## src/hw/rtl/bpfa_pkg.sv

```systemverilog
package bpfa_pkg;

  localparam int NUM_FRAMES = 65536;
  localparam int PAGE_BYTES = 4096;
  localparam int PAGE_SHIFT = $clog2(PAGE_BYTES);

  // bitmap geometry, one 32-bit word per 32 frames
  localparam int MAP_WORDS = (NUM_FRAMES + 31) / 32;
  localparam int WADDR_W   = (MAP_WORDS > 1) ? $clog2(MAP_WORDS) : 1;
  localparam int WCNT_W    = $clog2(MAP_WORDS + 1);
  localparam int CNT_W     = $clog2(NUM_FRAMES + 1);
  localparam int FIDX_W    = WADDR_W + 5;

  localparam logic [31:0] FULL_WORD = 32'hFFFF_FFFF;

  // action codes
  localparam logic [1:0] ACT_INIT  = 2'd0;
  localparam logic [1:0] ACT_ALLOC = 2'd1;
  localparam logic [1:0] ACT_FREE  = 2'd2;

  // register byte addresses
  localparam logic [2:0] REG_RESERVED_END = 3'd0;

endpackage

```

## src/hw/rtl/bpfa_zero_find.sv

```systemverilog
module bpfa_zero_find
  import bpfa_pkg::*;
(
  input  logic [31:0] word,
  output logic        found,
  output logic [4:0]  bit_idx
);

  logic [31:0] inv;
  logic [31:0] lowest;

  // isolate the lowest clear bit, then encode its position
  assign inv    = ~word;
  assign lowest = inv & (~inv + 32'd1);
  assign found  = (word != FULL_WORD);

  always_comb begin
    bit_idx = 5'd0;
    for (int i = 0; i < 32; i++) begin
      if (lowest[i]) begin
        bit_idx = bit_idx | 5'(i);
      end
    end
  end

endmodule

```

## config.mk

```make
export PLATFORM = sky130hd
export DESIGN_NAME = bpfa_zero_find
export DESIGN_NICKNAME = d
export VERILOG_FILES = /design/src/hw/rtl/bpfa_pkg.sv /design/src/hw/rtl/bpfa_zero_find.sv
export SDC_FILE = /design/constraint.sdc
export NUM_CORES = 1
export LEC_CHECK = 0
export BUFFER_PORTS_ARGS = -buffer_cell sky130_fd_sc_hd__buf_2
export CORE_AREA = 2 2 39 41
export DETAILED_ROUTE_END_ITERATION = 8
export DIE_AREA = 0 0 41 43
export PLACE_DENSITY = 0.77
export SLEW_MARGIN = 5
export SYNTH_ARGS = -nofsm -noshare
export SYNTH_HDL_FRONTEND = slang
export SYNTH_SLANG_ARGS = --single-unit
```

## constraint.sdc

```tcl
create_clock -name vclk -period 3.8
set_input_delay 0.57 -clock vclk [all_inputs]
set_output_delay 0.57 -clock vclk [all_outputs]
set_load 0.03 [all_outputs]
```

### Yosys cells after proc, flatten, opt, wreduce, memory -nomap -nowiden

Cells that the tools add are included.

| word-level totals | value |
|---|---|
| register bits after elaboration | 0 |
| latch bits | 0 |
| bits in writable memories | 0 |
| bits in read-only memories | 0 |
| input port bits | 32 |
| output and inout bits | 6 |
| logic and storage cells | 36 |
| memories kept | 0 |

| cells by class | value |
|---|---|
| $add $sub $neg | 1 |
| multiply operators | 0 |
| divide/modulo/power cells | 0 |
| $lt $le $gt $ge | 0 |
| eq/ne operators | 1 |
| shift-type cells | 0 |
| muxes and demuxes | 31 |
| bitwise operators | 3 |
| reduce and logical (&&, ||, !) cells | 0 |

Operators by type and width:

| operator | count |
|---|---|
| $mux 5 | 16 |
| $not 32->32 | 2 |
| $add 32x1->32 const B | 1 |
| $and 32x32->32 | 1 |
| $mux 4 | 8 |
| $ne 32x32->1 const B | 1 |
| $mux 3 | 4 |
| $mux 2 | 2 |
| $mux 1 | 1 |

### Depth between registers and ports, before layout

Gate-level depths: netlist of the first run.

| depth | value |
|---|---|
| depth after elaboration | 35 |
| depth in mapped cells | 5 |
| depth with buffers taken out | 5 |

### Worst setup path after synthesis of the first run

Ideal clock, no wire load.

| timing | value |
|---|---|
| kind | in2out |
| start point | in word[17] |
| end point | out bit_idx[3] |
| arrival | 2171 ps |
| required time | 3230 ps |
| setup slack | 1059 ps |
| cell stages on the path | 5 |
| buffers on the path | 0 |
| cell sequence | and3_1 > nand3_1 > nor4b_2 > a21boi_0 > o32ai_1 |

| on the way | value |
|---|---|
| cells in the longest elaborated chain, start to end | 12 |

RTL lines:

| element | RTL line | text |
|---|---|---|
| start: declaration | bpfa_zero_find.sv:4 | `input logic [31:0] word,` |
| $not 32->32 (*) | bpfa_zero_find.sv:13 | `assign inv = ~word;` |
| $not 32->32 (*) | bpfa_zero_find.sv:14 | `assign lowest = inv & (~inv + 32'd1);` |
| $add 32x1->32 (*) | bpfa_zero_find.sv:14 |  |
| $and 32x32->32 (*) | bpfa_zero_find.sv:14 |  |
| $mux 5 (7 in a row) | bpfa_zero_find.sv:20 | `if (lowest[i]) begin` |
| $mux 5 (*) | bpfa_zero_find.sv:20 |  |
| end: declaration | bpfa_zero_find.sv:6 | `output logic [4:0] bit_idx` |

Mark *: on every way between the ends. The rest lies on a longest branch, timed or not.

### Worst setup path in the final report of the first run

Same ends and word-level chain as after synthesis.

==> impl_results.md, run 1 <==
* Status: finished, final reports clean
* Max-cap violations at 0
* Initial core utilization at 0.373
* Chip width at just over 40 µm
* Post-DRT Antenna Nets at 0
* Largest net degree at the start of global routing at 9
* Met3 Resource Use GR at 0.00524
* Sequential standard cell area at 0 µm²
* Synth warn at 0
* Worst Hold Class: input port to primary output
* Synth area leader: nand3_1
* Hold endpoint: found
* Synth top area share at 0.0872
* Final TNS setup at 0 ns
* Most frequent cell after synthesis: nand2_1
* First-pass GRT wire length at between 2000 and 3000 µm
* CP arrival at about 2.2 ns
* Syn Inst Count at 81
* Power Density at between 70 and 80 nW/µm²
* Site Rows at 14
* Sequential share of the synthesized area at 0
* Share of cells above drive strength 1 at 0.378
* Clock buffer count at 0
* Worst path required time at between 3 and 4 ns
* Number of setup buffers added after CTS at 0
* DRC viols at 0
* Net Count, Synth at approximately 110
* Met2 Usage GRT at 0.353
* Slowest CP cell: nor4b_2
* Post-CTS Resized at 0
* Sequential Power Share at 0
* Hold_buf cts at 0
* Height of the die at between 40 and 50 µm
* Leak at between 0.3 and 0.4 nW
* Setup Viol. Count Final at 0
* CP max stage delay at 0.43 ns
* Clock group share of total power at 0
* Die area at between 1500 and 2000 µm²
* CP cell instances: buf_2, and3_1, nand3_1, nor4b_2, a21boi_0, o32ai_1, buf_2
* Fmax at 367 MHz
* Seq_cells at 0
* Worst slew pin tran at between 0.3 and 0.4 ns
* WL per Instance at 12.0 µm
* Layout net count at around 150
* Crit path max fanout at 5
* WL final at 1620 µm
* Final number of max-transition violations at 0
* I/O Buffers at 38
* CP delay by family, top: simple AND/OR/NAND/NOR gates
* # diodes at 0
* Vias in the first global route at approximately 660
* RSZ-0062 raised after global routing: no
* Via count at ~770
* RD Place Congestion at roughly 0.76
* Area of the core at around 1400 µm²
* Synth unique cells at 35
* WP buf/inv at 2
* Hold path depth at 4
* Post-DP HPWL at around 1400 µm
* HP Start: word[31]
* GRT Overall Usage at 0.190
* Synth-to-Final Area Change at 40.7%
* Slew margin rel. at 0.766
* Placed Cells at between 100 and 150
* Switching part of the total at 0.560
* Tmin final at around 2.7 ns
* Crit path kind: input port to primary output
* Mapped cell area at 517 µm²
* Antenna violations before repair at 0
* I/O pins at 38
* Post-synth top cells: nand2_1, nand3_1, o21ai_0
* Non-Filler Instances at 135
* Gr busiest metal: met2
* Grt ovf at 0
* Pint at between 0.02 and 0.025 mW
* Final Power at 0.0561 mW
* Count of final hold-check violations at 0
* Crit end category: primary output
* Synth area leaders: nand3_1, nand2_1, o21ai_0
* DRT Pass-1 Iters at 4
* Vias per cell at ~5.7
* NetSw at ~0.031 mW
* Crit share post-route at 0.717
* CP most frequent cell: buf_2
* Max VDD drop at 0.0280 mV
* Fillers at between 100 and 150
* Combinational power share at 1.000
* Syn_area_per_cell at approximately 6.4 µm²
* CP startpoint kind: input port
* Iter 0 DRT Violations at 17
* GR met1 Demand/Resource at 0.241
==> tightest hold or removal path, delay by kind of cell <==
family        cells  cell delay [ns]
buf+inv           2             0.28
simple gates      2             0.15
==> logic make-up (layout without fill, tap and decap cells) <==
family,count (synthesis),in the layout,synth area share
buffers and inverters,5,43,0.0363
AND/OR/NAND/NOR,48,48,0.584
AO/OA/AOI/OAI,28,28,0.380
==> layer usage <==
metal	share of wire	routed length (µm)
met2	0.48	778
met4	0.0080	13
met1	0.44	713
met5	0	0
met3	0.067	109
==> how the worst max path moves through the flow <==
stage	startpoint	to	slack [ns]	depth (start not counted)
4_1_cts	word[17]	bit_idx[3]	1.13	7
5_1_grt	word[17]	bit_idx[3]	1.04	7
3_5_place_dp	word[15]	found	1.13	7
2_1_floorplan	word[17]	bit_idx[3]	1.06	5
6_report	word[17]	bit_idx[3]	1.08	7
3_3_place_gp	word[14]	found	1.12	7
==> per-stage QoR <==
step	setup WS (ns)	hold WS [ns]	area, µm²	utilization
after detailed placement	1.13	1.57	727	0.525
after CTS	1.13	1.58	727	0.525
after floorplan	1.06	1.33	517	-
after global routing	1.04	1.61	727	0.525
after global placement	1.12	1.57	727	0.525
final	1.08	1.57	727	0.525
==> placed cells by master, fill, tap and decap left out, types with 2 or more instances in the layout <==
master / count
a311oi_1: 2
a21oi_1: 4
nor2_1: 5
buf_2: 38
nand3b_1: 2
nand4_1: 4
inv_1: 5
and4b_1: 2
o211ai_1: 2
and4_1: 2
o21ai_0: 7
nand3_1: 9
nand2_1: 11
a21boi_0: 2
a211o_1: 2
and2_1: 2
==> power by group through the flow <==
stage	logic, mW	clock network, mW	registers, mW
floorplan	0.0248	0	0
global placement	0.0542	0	0
detailed placement	0.0557	0	0
CTS	0.0559	0	0
global route	0.0629	0	0
finish	0.0561	0	0
==> layout make-up <==
type                            count  area (µm²)  area share
Tap cell                           16        20.0      0.0275
Multi-Input combinational cell     76         498       0.685
Inverter                            5        18.8      0.0258
Timing Repair Buffer               38         190       0.262
Power figures use the tool's default switching activity.
==> run 2: changes to the inputs <==
--- a/config.mk
+++ b/config.mk
@@ -6,10 +6,10 @@
 export NUM_CORES = 1
 export LEC_CHECK = 0
 export BUFFER_PORTS_ARGS = -buffer_cell sky130_fd_sc_hd__buf_2
-export CORE_AREA = 2 2 39 41
+export CORE_MARGIN = 1.5
+export CORE_UTILIZATION = 39
 export DETAILED_ROUTE_END_ITERATION = 8
-export DIE_AREA = 0 0 41 43
-export PLACE_DENSITY = 0.77
+export PLACE_DENSITY = 0.81
 export SLEW_MARGIN = 5
 export SYNTH_ARGS = -nofsm -noshare
 export SYNTH_HDL_FRONTEND = slang
==> constraint.sdc (replaced) <==
create_clock -name vclk -period 2.2
set_input_delay 0.33 -clock vclk [all_inputs]
set_output_delay 0.33 -clock vclk [all_outputs]
set_load 0.03 [all_outputs]
==> impl_results.md, run 2 (same netlist as run 1, synthesis figures left out) <==
* Status: finished, final reports clean
* Initial core utilization at 0.441
* Height of the die at 39.4 µm
* Setup Viol. Count Final at 0
* Largest net degree at the start of global routing at 9
* Antenna violations before repair at 0
* Post-DRT Antenna Nets at 0
* Seq_cells at 0
* Max VDD drop at between 0.05 and 0.06 mV
* Share of cells above drive strength 1 at 0.411
* RSZ-0062 raised after global routing: no
* Iter 0 DRT Violations at 8
* Crit end category: primary output
* Fillers at about 110
* Grt ovf at 0
* Final TNS setup at 0 ns
* Crit path max fanout at 4
* Count of final hold-check violations at 0
* DRC viols at 0
* Worst slew pin tran at about 0.29 ns
* Tmin final at ~2.2 ns
* Layout net count at around 160
* Via count at 804
* Die area at between 1500 and 2000 µm²
* Area of the core at about 1200 µm²
* Worst path depth at 7
* Worst Hold Class: input port to primary output
* Final number of max-transition violations at 0
* Hold_buf cts at 0
* Commonest cells after routing, fill and taps aside: buf_2, nand2_1, nand3_1
* Vias per cell at between 5 and 6
* Crit share post-route at 0.978
* Vias in the first global route at about 700
* CP max stage delay at 0.52 ns
* Crit path launch: word[15]
* Number of setup buffers added after CTS at 0
* Commonest non-fill, non-tap cell in the layout: buf_2
* Post-CTS Resized at 0
* First-pass GRT wire length at 2730 µm
* CP most frequent cell: buf_2
* Max-cap violations at 0
* CP arrival at ~1.8 ns
* Synth-to-Final Area Change at 48.9%
* CP startpoint kind: input port
* RD Place Congestion at 0.768
* I/O Buffers at 38
* Area of the multi-input gates at between 500 and 600 µm²
* Fmax at between 400 and 500 MHz
* Non-Filler Instances at approximately 140
* WP buf/inv at 2
* GRT Overall Usage at 0.238
* Placed Cells at between 100 and 150
* Site Rows at 12
* Post-DP HPWL at between 1000 and 1500 µm
* WL per Instance at ~12 µm
* CP delay by family, top: simple AND/OR/NAND/NOR gates
* WL final at between 1500 and 2000 µm
* CP cell instances: buf_2, nand4_1, nor3_2, and4_4, nand2b_4, or4_4, buf_2
* Chip width at a little under 40 µm
* Worst path required time at between 1.5 and 2 ns
* # diodes at 0
* Slew margin rel. at 0.802
* DRT Pass-1 Iters at 4
* Clock buffer count at 0
* Sequential standard cell area at 0 µm²
* Leak at 0.378 nW
* Power Density at between 100 and 150 nW/µm²
* Final Power at just over 0.1 mW
* Crit path to: found
* I/O pins at 38
* Slowest CP cell: or4_4
* Crit path kind: input port to primary output
-- run 2: changes by cell type in the layout (fill, tap and decap cells not counted) --
cell / change
buf_4: +5
o32ai_2: +1
o32ai_1: -1
-- run 2: worst min path at each step --
stage,from,to,slack (ns),depth (start not counted)
CTS,word[31],found,1.10,4
floorplan,word[30],found,0.85,2
detailed placement,word[31],found,1.10,4
finish,word[31],found,1.10,4
global route,word[31],found,1.11,4
global placement,word[31],found,1.09,4
-- run 2: routing by layer --
layer	up-vias	part of all wire	GRT usage
li1	412	-	-
met5	-	0	0
met4	0	0	0
met2	30	0.48	0.471
met3	0	0.050	0
met1	362	0.47	0.297
-- run 2: through the flow --
step	utilization	area (µm²)	worst slack [ns]	hold slack (ns)
5_1_grt	0.657	769	0.00484	1.11
6_report	0.657	769	0.0481	1.10
2_1_floorplan	-	524	0.106	0.851
3_5_place_dp	0.657	769	0.0566	1.10
3_3_place_gp	0.657	769	0.0957	1.09
4_1_cts	0.657	769	0.0500	1.10
-- run 2: area by class of cell --
type / instances / area share
Multi-Input combinational cell: 76 / 0.657
Timing Repair Buffer: 43 / 0.296
Inverter: 5 / 0.0244
Tap cell: 14 / 0.0228
-- run 2: tightest hold or removal path: stages --
cell and delay [ns]:
buf_2 0.10, nand2_1 0.05, or4_4 0.10, buf_2 0.18
-- run 2: power by group --
part           switching, mW  internal [mW]  total [mW]
Clock                      0              0           0
Sequential                 0              0           0
Combinational         0.0559         0.0455       0.101
Total                 0.0559         0.0455       0.101
